## config.mk

```make
export PLATFORM = sky130hd
export DESIGN_NAME = serial_pin_command_decoder_top
export DESIGN_NICKNAME = d
export VERILOG_FILES = /design/src/spcd_pkg.sv /design/src/serial_pin_command_decoder_top.sv /design/src/spcd_front.sv /design/src/spcd_cmd_fifo.sv /design/src/spcd_back.sv
export SDC_FILE = /design/constraint.sdc
export NUM_CORES = 1
export LEC_CHECK = 0
export BUFFER_PORTS_ARGS = -buffer_cell sky130_fd_sc_hd__buf_2
export CAP_MARGIN = 30
export CELL_PAD_IN_SITES_DETAIL_PLACEMENT = 1
export CELL_PAD_IN_SITES_GLOBAL_PLACEMENT = 2
export CORE_ASPECT_RATIO = 1.2
export CORE_MARGIN = 2
export CORE_UTILIZATION = 41
export CTS_BUF_LIST = sky130_fd_sc_hd__clkbuf_8
export DETAILED_ROUTE_END_ITERATION = 8
export HOLD_SLACK_MARGIN = 0.03
export PLACE_DENSITY = 0.87
export SLEW_MARGIN = 0
export SYNTH_ARGS = -nofsm -noshare
export SYNTH_HDL_FRONTEND = slang
export SYNTH_SLANG_ARGS = --single-unit
```

## constraint.sdc

```tcl
create_clock -name i_clk -period 2.7 [get_ports i_clk]
set_input_delay 0.405 -clock i_clk [delete_from_list [all_inputs] [get_ports i_clk]]
set_output_delay 0.405 -clock i_clk [all_outputs]
set_load 0.02 [all_outputs]
```

## src/spcd_pkg.sv

```systemverilog
// ----------------------------------------------------------------------------
// spcd_pkg
// Shared types and constants for the serial pin command decoder.
// ----------------------------------------------------------------------------
`default_nettype none

package spcd_pkg;

    localparam int PORT_COUNT  = 3;
    localparam int PORT_W      = 2;
    localparam int WORD_W      = 32;
    localparam int BIT_W       = 5;
    localparam int BYTE_W      = 8;
    localparam int NIB_W       = 4;
    localparam int RESET_SHIFT = 16;
    localparam int FIFO_DEPTH  = 2;
    localparam int FIFO_AW     = (FIFO_DEPTH > 1) ? $clog2(FIFO_DEPTH) : 1;

    localparam logic [NIB_W-1:0] NIB_COMMIT    = 4'he;
    localparam logic [NIB_W-1:0] NIB_PORT_BASE = 4'ha;
    localparam logic [NIB_W-1:0] NIB_PORT_LAST = NIB_W'(int'(NIB_PORT_BASE) + PORT_COUNT - 1);

    typedef enum logic {
        CMD_SET    = 1'b0,
        CMD_COMMIT = 1'b1
    } t_cmd_kind;

    typedef struct packed {
        t_cmd_kind         kind;
        logic [PORT_W-1:0] port;
        logic [BIT_W-1:0]  bit_idx;
    } t_cmd;

    typedef enum logic [2:0] {
        PH_IDLE  = 3'b001,
        PH_PIN   = 3'b010,
        PH_LEVEL = 3'b100
    } t_phase;

endpackage

`default_nettype wire

```

## src/serial_pin_command_decoder_top.sv

```systemverilog
// ----------------------------------------------------------------------------
// serial_pin_command_decoder_top
// Turns received serial bytes into per-port pin set/reset words.
// ----------------------------------------------------------------------------
// Only the low nibble of each byte counts. Select, pin and level bytes are
// taken one per cycle by the front end while the queue is not full; a level
// byte queues a set or reset bit for the selected port and a commit byte
// queues a commit. The back end takes one command a cycle from a two-entry
// queue while it is not busy; a commit keeps it busy until it has emitted
// one word per port through the single output word register, each waiting
// for that register to be free. Words leave in port order, the last flagged,
// and each pending word clears as it is sent.
`default_nettype none

module serial_pin_command_decoder_top (
    input  wire logic                        i_clk,
    input  wire logic                        i_rst_n,
    input  wire logic                        i_valid,
    output logic                             o_ready,
    input  wire logic [spcd_pkg::BYTE_W-1:0] i_rx_byte,
    output logic                             o_valid,
    input  wire logic                        i_ready,
    output logic [spcd_pkg::PORT_W-1:0]      o_port_index,
    output logic [spcd_pkg::WORD_W-1:0]      o_set_reset_word,
    output logic                             o_last_port
);
    import spcd_pkg::*;

    logic push;
    logic pop;
    logic full;
    logic empty;
    t_cmd push_cmd;
    t_cmd head_cmd;

    spcd_front u_front (
        .i_clk     (i_clk),
        .i_rst_n   (i_rst_n),
        .i_valid   (i_valid),
        .o_ready   (o_ready),
        .i_rx_byte (i_rx_byte),
        .i_full    (full),
        .o_push    (push),
        .o_cmd     (push_cmd)
    );

    spcd_cmd_fifo u_fifo (
        .i_clk   (i_clk),
        .i_rst_n (i_rst_n),
        .i_push  (push),
        .i_cmd   (push_cmd),
        .i_pop   (pop),
        .o_cmd   (head_cmd),
        .o_empty (empty),
        .o_full  (full)
    );

    spcd_back u_back (
        .i_clk            (i_clk),
        .i_rst_n          (i_rst_n),
        .i_cmd            (head_cmd),
        .i_empty          (empty),
        .o_pop            (pop),
        .o_valid          (o_valid),
        .i_ready          (i_ready),
        .o_port_index     (o_port_index),
        .o_set_reset_word (o_set_reset_word),
        .o_last_port      (o_last_port)
    );

endmodule

`default_nettype wire

```

## src/spcd_front.sv

```systemverilog
// ----------------------------------------------------------------------------
// spcd_front
// Takes bytes, tracks the select/pin/level sequence and pushes commands.
// ----------------------------------------------------------------------------
`default_nettype none

module spcd_front (
    input  wire logic                       i_clk,
    input  wire logic                       i_rst_n,
    input  wire logic                       i_valid,
    output logic                            o_ready,
    input  wire logic [spcd_pkg::BYTE_W-1:0] i_rx_byte,
    input  wire logic                       i_full,
    output logic                            o_push,
    output spcd_pkg::t_cmd                  o_cmd
);
    import spcd_pkg::*;

    t_phase             r_phase, n_phase;
    logic [PORT_W-1:0]  r_sel, n_sel;
    logic [NIB_W-1:0]   r_pin, n_pin;
    logic [NIB_W-1:0]   nib;
    logic               accept;

    assign nib     = i_rx_byte[NIB_W-1:0];
    assign o_ready = !i_full;
    assign accept  = i_valid && o_ready;

    always_comb begin
        n_phase       = r_phase;
        n_sel         = r_sel;
        n_pin         = r_pin;
        o_push        = 1'b0;
        o_cmd.kind    = CMD_SET;
        o_cmd.port    = r_sel;
        o_cmd.bit_idx = {1'b0, r_pin};
        if (accept) begin
            case (r_phase)
                PH_PIN: begin
                    n_pin   = nib;
                    n_phase = PH_LEVEL;
                end
                PH_LEVEL: begin
                    // level zero moves the bit into the reset half
                    o_push  = 1'b1;
                    n_phase = PH_IDLE;
                    if (nib == '0) begin
                        o_cmd.bit_idx = {1'b0, r_pin} + BIT_W'(RESET_SHIFT);
                    end
                end
                default: begin
                    n_phase = PH_IDLE;
                    if (nib == NIB_COMMIT) begin
                        o_push     = 1'b1;
                        o_cmd.kind = CMD_COMMIT;
                    end else if (nib inside {[NIB_PORT_BASE:NIB_PORT_LAST]}) begin
                        n_sel   = PORT_W'(nib - NIB_PORT_BASE);
                        n_phase = PH_PIN;
                    end
                end
            endcase
        end
    end

    always_ff @(posedge i_clk) begin
        if (!i_rst_n) begin
            r_phase <= PH_IDLE;
            r_sel   <= '0;
            r_pin   <= '0;
        end else begin
            r_phase <= n_phase;
            r_sel   <= n_sel;
            r_pin   <= n_pin;
        end
    end

endmodule

`default_nettype wire

```

## src/spcd_cmd_fifo.sv

```systemverilog
// ----------------------------------------------------------------------------
// spcd_cmd_fifo
// Short command queue between the byte front end and the port back end.
// ----------------------------------------------------------------------------
`default_nettype none

module spcd_cmd_fifo (
    input  wire logic           i_clk,
    input  wire logic           i_rst_n,
    input  wire logic           i_push,
    input  wire spcd_pkg::t_cmd i_cmd,
    input  wire logic           i_pop,
    output spcd_pkg::t_cmd      o_cmd,
    output logic                o_empty,
    output logic                o_full
);
    import spcd_pkg::*;

    t_cmd                 r_mem [FIFO_DEPTH];
    logic [FIFO_AW-1:0]   r_wr_ptr, n_wr_ptr;
    logic [FIFO_AW-1:0]   r_rd_ptr, n_rd_ptr;
    logic [FIFO_AW:0]     r_count, n_count;

    assign o_empty = (r_count == '0);
    assign o_full  = (r_count == (FIFO_AW+1)'(FIFO_DEPTH));
    assign o_cmd   = r_mem[r_rd_ptr];

    always_comb begin
        n_wr_ptr = r_wr_ptr;
        n_rd_ptr = r_rd_ptr;
        n_count  = r_count;
        if (i_push) begin
            n_wr_ptr = (r_wr_ptr == FIFO_AW'(FIFO_DEPTH - 1)) ? '0 : r_wr_ptr + 1'b1;
        end
        if (i_pop) begin
            n_rd_ptr = (r_rd_ptr == FIFO_AW'(FIFO_DEPTH - 1)) ? '0 : r_rd_ptr + 1'b1;
        end
        if (i_push && !i_pop) begin
            n_count = r_count + 1'b1;
        end else if (i_pop && !i_push) begin
            n_count = r_count - 1'b1;
        end
    end

    always_ff @(posedge i_clk) begin
        if (i_push) begin
            r_mem[r_wr_ptr] <= i_cmd;
        end
    end

    always_ff @(posedge i_clk) begin
        if (!i_rst_n) begin
            r_wr_ptr <= '0;
            r_rd_ptr <= '0;
            r_count  <= '0;
        end else begin
            r_wr_ptr <= n_wr_ptr;
            r_rd_ptr <= n_rd_ptr;
            r_count  <= n_count;
        end
    end

endmodule

`default_nettype wire

```

## src/spcd_back.sv

```systemverilog
// ----------------------------------------------------------------------------
// spcd_back
// Holds the pending set/reset words and runs commands from the queue.
// ----------------------------------------------------------------------------
`default_nettype none

module spcd_back (
    input  wire logic                        i_clk,
    input  wire logic                        i_rst_n,
    input  wire spcd_pkg::t_cmd              i_cmd,
    input  wire logic                        i_empty,
    output logic                             o_pop,
    output logic                             o_valid,
    input  wire logic                        i_ready,
    output logic [spcd_pkg::PORT_W-1:0]      o_port_index,
    output logic [spcd_pkg::WORD_W-1:0]      o_set_reset_word,
    output logic                             o_last_port
);
    import spcd_pkg::*;

    logic [WORD_W-1:0]  r_pend [PORT_COUNT];
    logic [WORD_W-1:0]  n_pend [PORT_COUNT];
    logic               r_busy, n_busy;
    logic [PORT_W-1:0]  r_idx, n_idx;
    logic               r_out_valid, n_out_valid;
    logic [PORT_W-1:0]  r_out_port;
    logic [WORD_W-1:0]  r_out_word;
    logic               r_out_last;
    logic               out_free;
    logic               emit;
    logic               idx_last;
    logic               do_set;

    assign out_free = !r_out_valid || i_ready;
    assign o_pop    = !r_busy && !i_empty;
    assign do_set   = o_pop && (i_cmd.kind == CMD_SET);
    assign emit     = r_busy && out_free;
    assign idx_last = (r_idx == PORT_W'(PORT_COUNT - 1));

    always_comb begin
        n_busy      = r_busy;
        n_idx       = r_idx;
        n_out_valid = r_out_valid && !i_ready;
        for (int k = 0; k < PORT_COUNT; k++) begin
            n_pend[k] = r_pend[k];
            if (do_set && i_cmd.port == PORT_W'(k)) begin
                n_pend[k] = r_pend[k] | (WORD_W'(1) << i_cmd.bit_idx);
            end
            // word is cleared as it goes out
            if (emit && r_idx == PORT_W'(k)) begin
                n_pend[k] = '0;
            end
        end
        if (o_pop && i_cmd.kind == CMD_COMMIT) begin
            n_busy = 1'b1;
            n_idx  = '0;
        end
        if (emit) begin
            n_out_valid = 1'b1;
            n_idx       = r_idx + 1'b1;
            if (idx_last) begin
                n_busy = 1'b0;
            end
        end
    end

    always_ff @(posedge i_clk) begin
        if (emit) begin
            r_out_port <= r_idx;
            r_out_word <= r_pend[r_idx];
            r_out_last <= idx_last;
        end
    end

    always_ff @(posedge i_clk) begin
        if (!i_rst_n) begin
            r_busy      <= 1'b0;
            r_idx       <= '0;
            r_out_valid <= 1'b0;
            for (int k = 0; k < PORT_COUNT; k++) begin
                r_pend[k] <= '0;
            end
        end else begin
            r_busy      <= n_busy;
            r_idx       <= n_idx;
            r_out_valid <= n_out_valid;
            for (int k = 0; k < PORT_COUNT; k++) begin
                r_pend[k] <= n_pend[k];
            end
        end
    end

    assign o_valid          = r_out_valid;
    assign o_port_index     = r_out_port;
    assign o_set_reset_word = r_out_word;
    assign o_last_port      = r_out_last;

    a_commit_starts: assert property (@(posedge i_clk) disable iff (!i_rst_n)
        (o_pop && i_cmd.kind == CMD_COMMIT) |=> (r_busy && r_idx == '0))
        else $error("commit did not start at port zero");

    a_commit_ends: assert property (@(posedge i_clk) disable iff (!i_rst_n)
        (emit && idx_last) |=> (!r_busy && r_out_valid && r_out_last))
        else $error("commit run did not end on the last port");

    a_idx_range: assert property (@(posedge i_clk) disable iff (!i_rst_n)
        r_busy |-> (r_idx <= PORT_W'(PORT_COUNT - 1)))
        else $error("port counter out of range");

    a_last_port: assert property (@(posedge i_clk) disable iff (!i_rst_n)
        (r_out_valid && r_out_last) |-> (r_out_port == PORT_W'(PORT_COUNT - 1)))
        else $error("last flag on wrong port");

endmodule

`default_nettype wire

```

==> key figures, run 1 <==
Routing
  – Final ANT Viol Nets: 0
  – WL final: 17,800 um
  – Via count: 5,222
  – Drt drc: 0
  – Drt pass-1 iters: 4
  – Routed length per instance: 19.0 um
  – Iter 0 DRT Violations: 339
  – Vias per inst: 5.56

Worst setup path
  – CP Data Arrival Time: 2470 ps
  – Critical path buffer and inverter count: 2
  – Slowest CP cell: a211oi_4
  – R2r worst-path depth: 6
  – Crit start category: register
  – RR Endpoint: u_back.r_pend[1][17]
  – Worst setup EP type: register
  – Crit-path cells: buf_4, nand3b_1, a211oi_4, buf_4, a21oi_1, nor2_1
  – Crit path required time: 3110 ps
  – Reg2reg setup slack: 640 ps
  – CP dominant cell by count: buf_4
  – Slowest stage delay, CP: 440 ps
  – Top delay family on crit path: buffers and inverters
  – Worst Setup Path Type: register to register
  – Max FO, Critical Path: 46

GRT
  – Grt ovf: 0
  – Initial antenna violation count: 0
  – First-pass GRT wire length: 28,900 um
  – Largest net degree at the start of global routing: 67
  – Total GRT Usage: 21.1%
  – Vias in the first global route: 5,426

Power
  – IR drop worst, VDD: 494 uV
  – PnR Total Power: 5.94 mW
  – Sw frac: 29.5%
  – P_int: 4.19 mW
  – Pwr Density: 757 nW/um^2
  – Comb pwr share: 17.8%
  – NetSw: 1.75 mW
  – Clock power frac: 35.0%
  – Seq pwr share: 47.2%
  – Leak Pwr: 2.75 nW

Clocking
  – Max clock buf depth: 2
  – Cts bufs inserted: 17
  – TritonCTS clock tree: yes
  – CTS sink count: 165
  – Post-CTS Setup Inserts: 0
  – Latest clock arrival within the worst-skew pair: 480 ps
  – CTS Hold Bufs: 0
  – H-tree levels: 4
  – Clock Tree Root: clkbuf_8
  – Gates resized, CTS repair: 0
  – Clock transition at the registers of the reported paths: 90 ps

Worst hold path
  – Hold Crit Depth: 3
  – Hold Crit Class: input pin to register
  – Hold Startpoint: i_rx_byte[3]
  – Hold path endpoint: u_front.r_pin[3]

Logic synthesis
  – Register area share after synthesis: 54.9%
  – Share of the synthesized area in the top cell type: 32.8%
  – Yosys top cell by area: dfxtp_1
  – Synthesis warning total: 0
  – Mapped Area: 6950 um^2
  – Netlist cell types: 59
  – Ys async rst share: 0%
  – Mapped Avg Cell Area: 10.3 um^2
  – Synthesis-stage register bit count: 165
  – Net Count, Synth: 694
  – Predominant post-synthesis flop cell: dfxtp_1
  – EDFF count, synth: 51
  – Synth top area cells: dfxtp_1, edfxtp_1, a21oi_1
  – Syn Inst Count: 678

Place
  – Input/output buffers: 44
  – Post-detail-place hpwl: 11,700 um
  – Gpl congestion: 0.751

Outcome
  – Status: finished clean

Finish
  – Ratio of cells with drive above 1 in the final layout: 17.6%
  – Area Overhead vs Synth: 12.8%
  – Layout filler cell count: 1,845
  – Commonest non-fill, non-tap cells in the layout: dfxtp_1, nor2_1, a21oi_1
  – Most common cell after layout, fill and taps aside: dfxtp_1
  – Diode count: 0
  – Nets@finish: 726

Timing
  – RSZ-0062 raised after global routing: false
  – Final Hold Viols: 0
  – Least-Margin Pin Slew: 641 ps
  – Fin crit period: 2060 ps
  – Setup violators final: 0
  – Tcrit/Tclk final: 76.2%
  – Fmax: 486 MHz
  – Clock Skew: 17.0 ps
  – Rel. slew slack: 57.2%
  – Final Max Tran Viols: 0
  – Setup_tns: 0 ps

Die
  – Chip height: 147 um
  – Core area: 16,700 um^2
  – Initial core utilization: 41.6%
  – Die extent in x: 123 um
  – I/O Pins: 49
  – Row cnt: 52
  – Die ar.: 18,000 um^2

Flow run
  – Max-Cap Viols: 0
## synthesized netlist by cell type, types with 5 or more instances
cell type / instances
dfxtp_1: 114
nor2_1: 104
a21oi_1: 82
edfxtp_1: 51
nand2_1: 46
mux2i_1: 41
o21ai_0: 36
clkbuf_1: 27
a31oi_1: 15
inv_1: 12
a22oi_2: 11
buf_2: 11
a22oi_1: 10
nand3b_1: 10
nor2b_1: 8
a22o_1: 6
buf_6: 6
nand2b_1: 6
or3b_2: 6
nand4b_1: 5
or3b_1: 5
## state kept, by name, indices dropped and copies added, names as in the netlist, 2 cells and up, named ones only
signal and flops:
u_back.o_port_index 2, u_back.r_pend 96, u_fifo.r_mem 16, u_fifo.r_count 2, u_front.r_sel 2, u_back.o_set_reset_word 32, u_back.r_idx 2, u_front.r_pin 4
u_front.r_phase 3
## cell type report
| class | instances | area [um^2] | area share (%) |
|---|---|---|---|
| Multi-Input combinational cell | 455 | 2900 | 37.0 |
| Timing Repair Buffer | 59 | 333 | 4.24 |
| Sequential cell | 165 | 3820 | 48.7 |
| Tap cell | 216 | 270 | 3.45 |
| Inverter | 12 | 45.0 | 0.574 |
| Clock buffer | 18 | 248 | 3.16 |
| Clock inverter | 14 | 226 | 2.89 |
## logic make-up (layout without fill, tap and decap cells)
kind of cell    Yosys count  in the layout  synth area share (%)
compound gates          180            180                  16.8
simple gates            225            225                  16.8
mux                      42             42                  6.07
xor+xnor                  4              4                 0.504
flops                   165            165                  54.9
buf+inv                  58            103                  4.18
fa+ha+maj                 4              4                 0.720
## power groups by stage
stage / registers (mW) / clock network, mW / logic, mW
2_1_floorplan: 2.96 / 0 / 0.647
3_3_place_gp: 2.86 / 0 / 1.04
3_5_place_dp: 2.86 / 0 / 1.07
4_1_cts: 2.81 / 2.13 / 1.08
5_1_grt: 2.82 / 2.23 / 1.15
6_report: 2.80 / 2.08 / 1.06
## through the flow
stage	worst slack, ps	instances	hold slack (ps)	cell area (um^2)	util, %
floorplan	667	678	425	6950	-
global placement	542	907	444	7370	44.1
detailed placement	475	907	450	7370	44.1
CTS	570	939	188	7840	46.9
global route	441	939	215	7840	46.9
finish	642	939	219	7840	46.9
## tightest hold or removal path, delay by kind of cell
kind,cells,cell delay [ps]
muxes,1,70
buffers and inverters,1,110
and+or+nand+nor,1,70
## worst max path at each step
stage / from / endpoint / slack (ps) / cells after the start
2_1_floorplan: u_back.o_valid / u_back.r_pend[1][15] / 670 / 5
3_3_place_gp: i_rx_byte[0] / u_fifo.r_count[1] / 540 / 7
3_5_place_dp: i_ready / u_back.o_set_reset_word[0] / 470 / 6
4_1_cts: u_back.o_valid / u_back.o_set_reset_word[26] / 570 / 5
5_1_grt: u_fifo.r_count[0] / u_fifo.r_count[1] / 440 / 6
6_report: register / u_back.r_pend[1][17] / 640 / 6
## metal layers
layer	track usage [%]	vias up	part of all wire (%)
met2	37.0	82	53
li1	-	2486	-
met4	8.16	0	1.9
met1	24.6	2632	42
met3	4.88	22	3.1
met5	0	-	0
Power figures use the tool's default switching activity.
==> inputs of run 2 (changes only) <==
--- a/config.mk
+++ b/config.mk
@@ -11,11 +11,11 @@
 export CELL_PAD_IN_SITES_GLOBAL_PLACEMENT = 2
 export CORE_ASPECT_RATIO = 1.2
 export CORE_MARGIN = 2
-export CORE_UTILIZATION = 41
+export CORE_UTILIZATION = 37
 export CTS_BUF_LIST = sky130_fd_sc_hd__clkbuf_8
 export DETAILED_ROUTE_END_ITERATION = 8
 export HOLD_SLACK_MARGIN = 0.03
-export PLACE_DENSITY = 0.87
+export PLACE_DENSITY = 0.83
 export SLEW_MARGIN = 0
 export SYNTH_ARGS = -nofsm -noshare
 export SYNTH_HDL_FRONTEND = slang
==> constraint.sdc (replaced) <==
create_clock -name i_clk -period 1.8 [get_ports i_clk]
set_input_delay 0.27 -clock i_clk [delete_from_list [all_inputs] [get_ports i_clk]]
set_output_delay 0.27 -clock i_clk [all_outputs]
set_load 0.02 [all_outputs]
==> key figures, run 2 (same netlist as run 1, synthesis figures left out) <==
Outcome
  – Status: finished with violations
  – Failing checks: negative setup slack

Timing
  – Tcrit/Tclk final: 101% (+25 points)
  – Fmax: 551 MHz (+13%)
  – Final Max Tran Viols: 0 (unchanged)
  – RSZ-0062 raised after global routing: true
  – Rel. slew slack: 67.6% (+10 points)
  – Final setup margin: -15.6 ps (-658 ps)
  – Setup violators final: 1 (+1)
  – Clock Skew: 13.3 ps (-3.69 ps)
  – Final Hold Viols: 0 (unchanged)
  – Fin crit period: 1820 ps (-242 ps)
  – Fin Hold WS: 128 ps (-90.4 ps)
  – Least-Margin Pin Slew: 481 ps (-160 ps)

Worst setup path
  – Crit-path cells: buf_4, or4b_4, a22oi_2, a21oi_1, nor2_1
  – Reg2reg setup slack: -20 ps (-660 ps)
  – Worst Setup Path Type: register to register
  – Crit start category: register
  – Slowest stage delay, CP: 560 ps (+120 ps)
  – Worst setup EP type: register
  – Slowest CP cell: or4b_4
  – Max FO, Critical Path: 5 (-89%)
  – CP Data Arrival Time: 2220 ps (-250 ps)
  – Crit path required time: 2210 ps (-900 ps)

Die
  – Initial core utilization: 38.0% (-3.6 points)
  – Core area: 18,300 um^2 (+9.5%)
  – Die ar.: 19,900 um^2 (+10%)
  – Die extent in x: 129 um (+5.1%)
  – I/O Pins: 49 (unchanged)
  – Chip height: 154 um (+5.1%)
  – Row cnt: 54 (+3.8%)

Place
  – Placed Cells: 975 (+7.5%)
  – Input/output buffers: 44 (unchanged)
  – Post-detail-place hpwl: 12,800 um (+9.0%)
  – Gpl congestion: 0.857 (+14%)
  – Placed Area: 7740 um^2 (+5.1%)

Clocking
  – Latest clock arrival within the worst-skew pair: 470 ps (about the same)
  – TritonCTS clock tree: yes
  – H-tree levels: 4 (unchanged)
  – Cts bufs inserted: 17 (unchanged)
  – Max clock buf depth: 2 (unchanged)
  – Clock transition at the registers of the reported paths: 90 ps (about the same)
  – Clock Tree Root: clkbuf_8
  – CTS sink count: 165 (unchanged)

Finish
  – Max FFs per register: 96 (unchanged)
  – Commonest non-fill, non-tap cells in the layout: dfxtp_1, nor2_1, a21oi_1
  – Non-filler cells, final: 1,025 (+9.2%)
  – Design Area, Final: 8420 um^2 (+7.3%)
  – Nets@finish: 776 (+6.9%)
  – Core Util, Final: 46.0% (-0.93 points)
  – Most flops, register: u_back.r_pend
  – Diode count: 0 (unchanged)
  – Most common cell after layout, fill and taps aside: dfxtp_1
  – Area Overhead vs Synth: 21.1%
  – Ratio of cells with drive above 1 in the final layout: 26.3% (+8.7 points)

Flow run
  – Max-Cap Viols: 0 (unchanged)

Routing
  – Final ANT Viol Nets: 0 (unchanged)
  – Via count: 5,424 (+3.9%)
  – WL final: 19,000 um (+6.6%)
  – Iter 0 DRT Violations: 236 (-30%)
  – Drt drc: 0 (unchanged)
  – Vias per inst: 5.29 (-4.8%)
  – Routed length per instance: 18.5 um (-2.4%)
  – Drt pass-1 iters: 4 (unchanged)

GRT
  – Total GRT Usage: 19.3% (-1.8 points)
  – Grt ovf: 0 (unchanged)
  – First-pass GRT wire length: 29,600 um (+2.5%)
  – Initial antenna violation count: 0 (unchanged)
  – Vias in the first global route: 5,705 (+5.1%)
  – Largest net degree at the start of global routing: 50 (-25%)

Power
  – PnR Total Power: 8.74 mW (+47%)
  – Leak Pwr: 3.01 nW (+9.5%)
  – Pwr Density: 1040 nW/um^2 (+37%)
  – IR drop worst, VDD: 625 uV (+26%)

Worst hold path
  – Hold Crit Class: input pin to register
## run 2: final timing paths
check | endpoint | cells past startpoint | start
hold reg to reg | u_back.r_pend[0][10] | 2 | u_back.r_pend[0][10]
hold / removal | u_back.o_valid | 4 | i_ready
setup reg to reg | u_back.r_pend[2][4] | 5 | u_fifo.r_mem[0][3]
setup / recovery | u_back.r_pend[2][4] | 5 | u_fifo.r_mem[0][3]
## run 2: critical path: cells and delay by family, from the launching register on
family / cells / cell delay, ps
AO/OA/AOI/OAI: 2 / 410
AND/OR/NAND/NOR: 2 / 690
flip-flops: 1 / 470
buffers and inverters: 1 / 190
## run 2: metal layers
layer	GRT usage (%)	vias to the layer above	wire length, um
met5	0	-	0
met4	6.88	0	314
met3	3.51	23	616
met2	36.2	85	10400
met1	21.4	2728	7620
li1	-	2588	-
## run 2: cell type report
type / instances / area, um^2
repair buffers: 109 / 812
clock buffers: 19 / 262
clock inverters: 13 / 134
flip-flops and latches: 165 / 3820
inverters: 12 / 48.8
well taps: 252 / 315
multi-input cells: 455 / 3020
fillers: 2040 / 9890
## run 2: timing repair
item	4_1_cts	5_1_grt
hold buffers	0	0
endpoints found under the setup margin	83	69
pin swaps	2	9
setup buffers	6	11
gates cloned	0	1
resized for setup	3	36
## run 2: power breakdown
part	internal, mW	switching [mW]	total [mW]
sequential	4.09	0.123	4.21
clock	1.30	1.37	2.67
combinational	0.673	1.19	1.86
total	6.06	2.68	8.74
## run 2: stage by stage
step | setup TNS, ps | setup WS [ps]
3_5_place_dp | -3380 | -135
4_1_cts | 0 | 0.643
3_3_place_gp | -15.1 | -15.1
5_1_grt | -162 | -34.0
6_report | -15.6 | -15.6
2_1_floorplan | -338 | -11.3
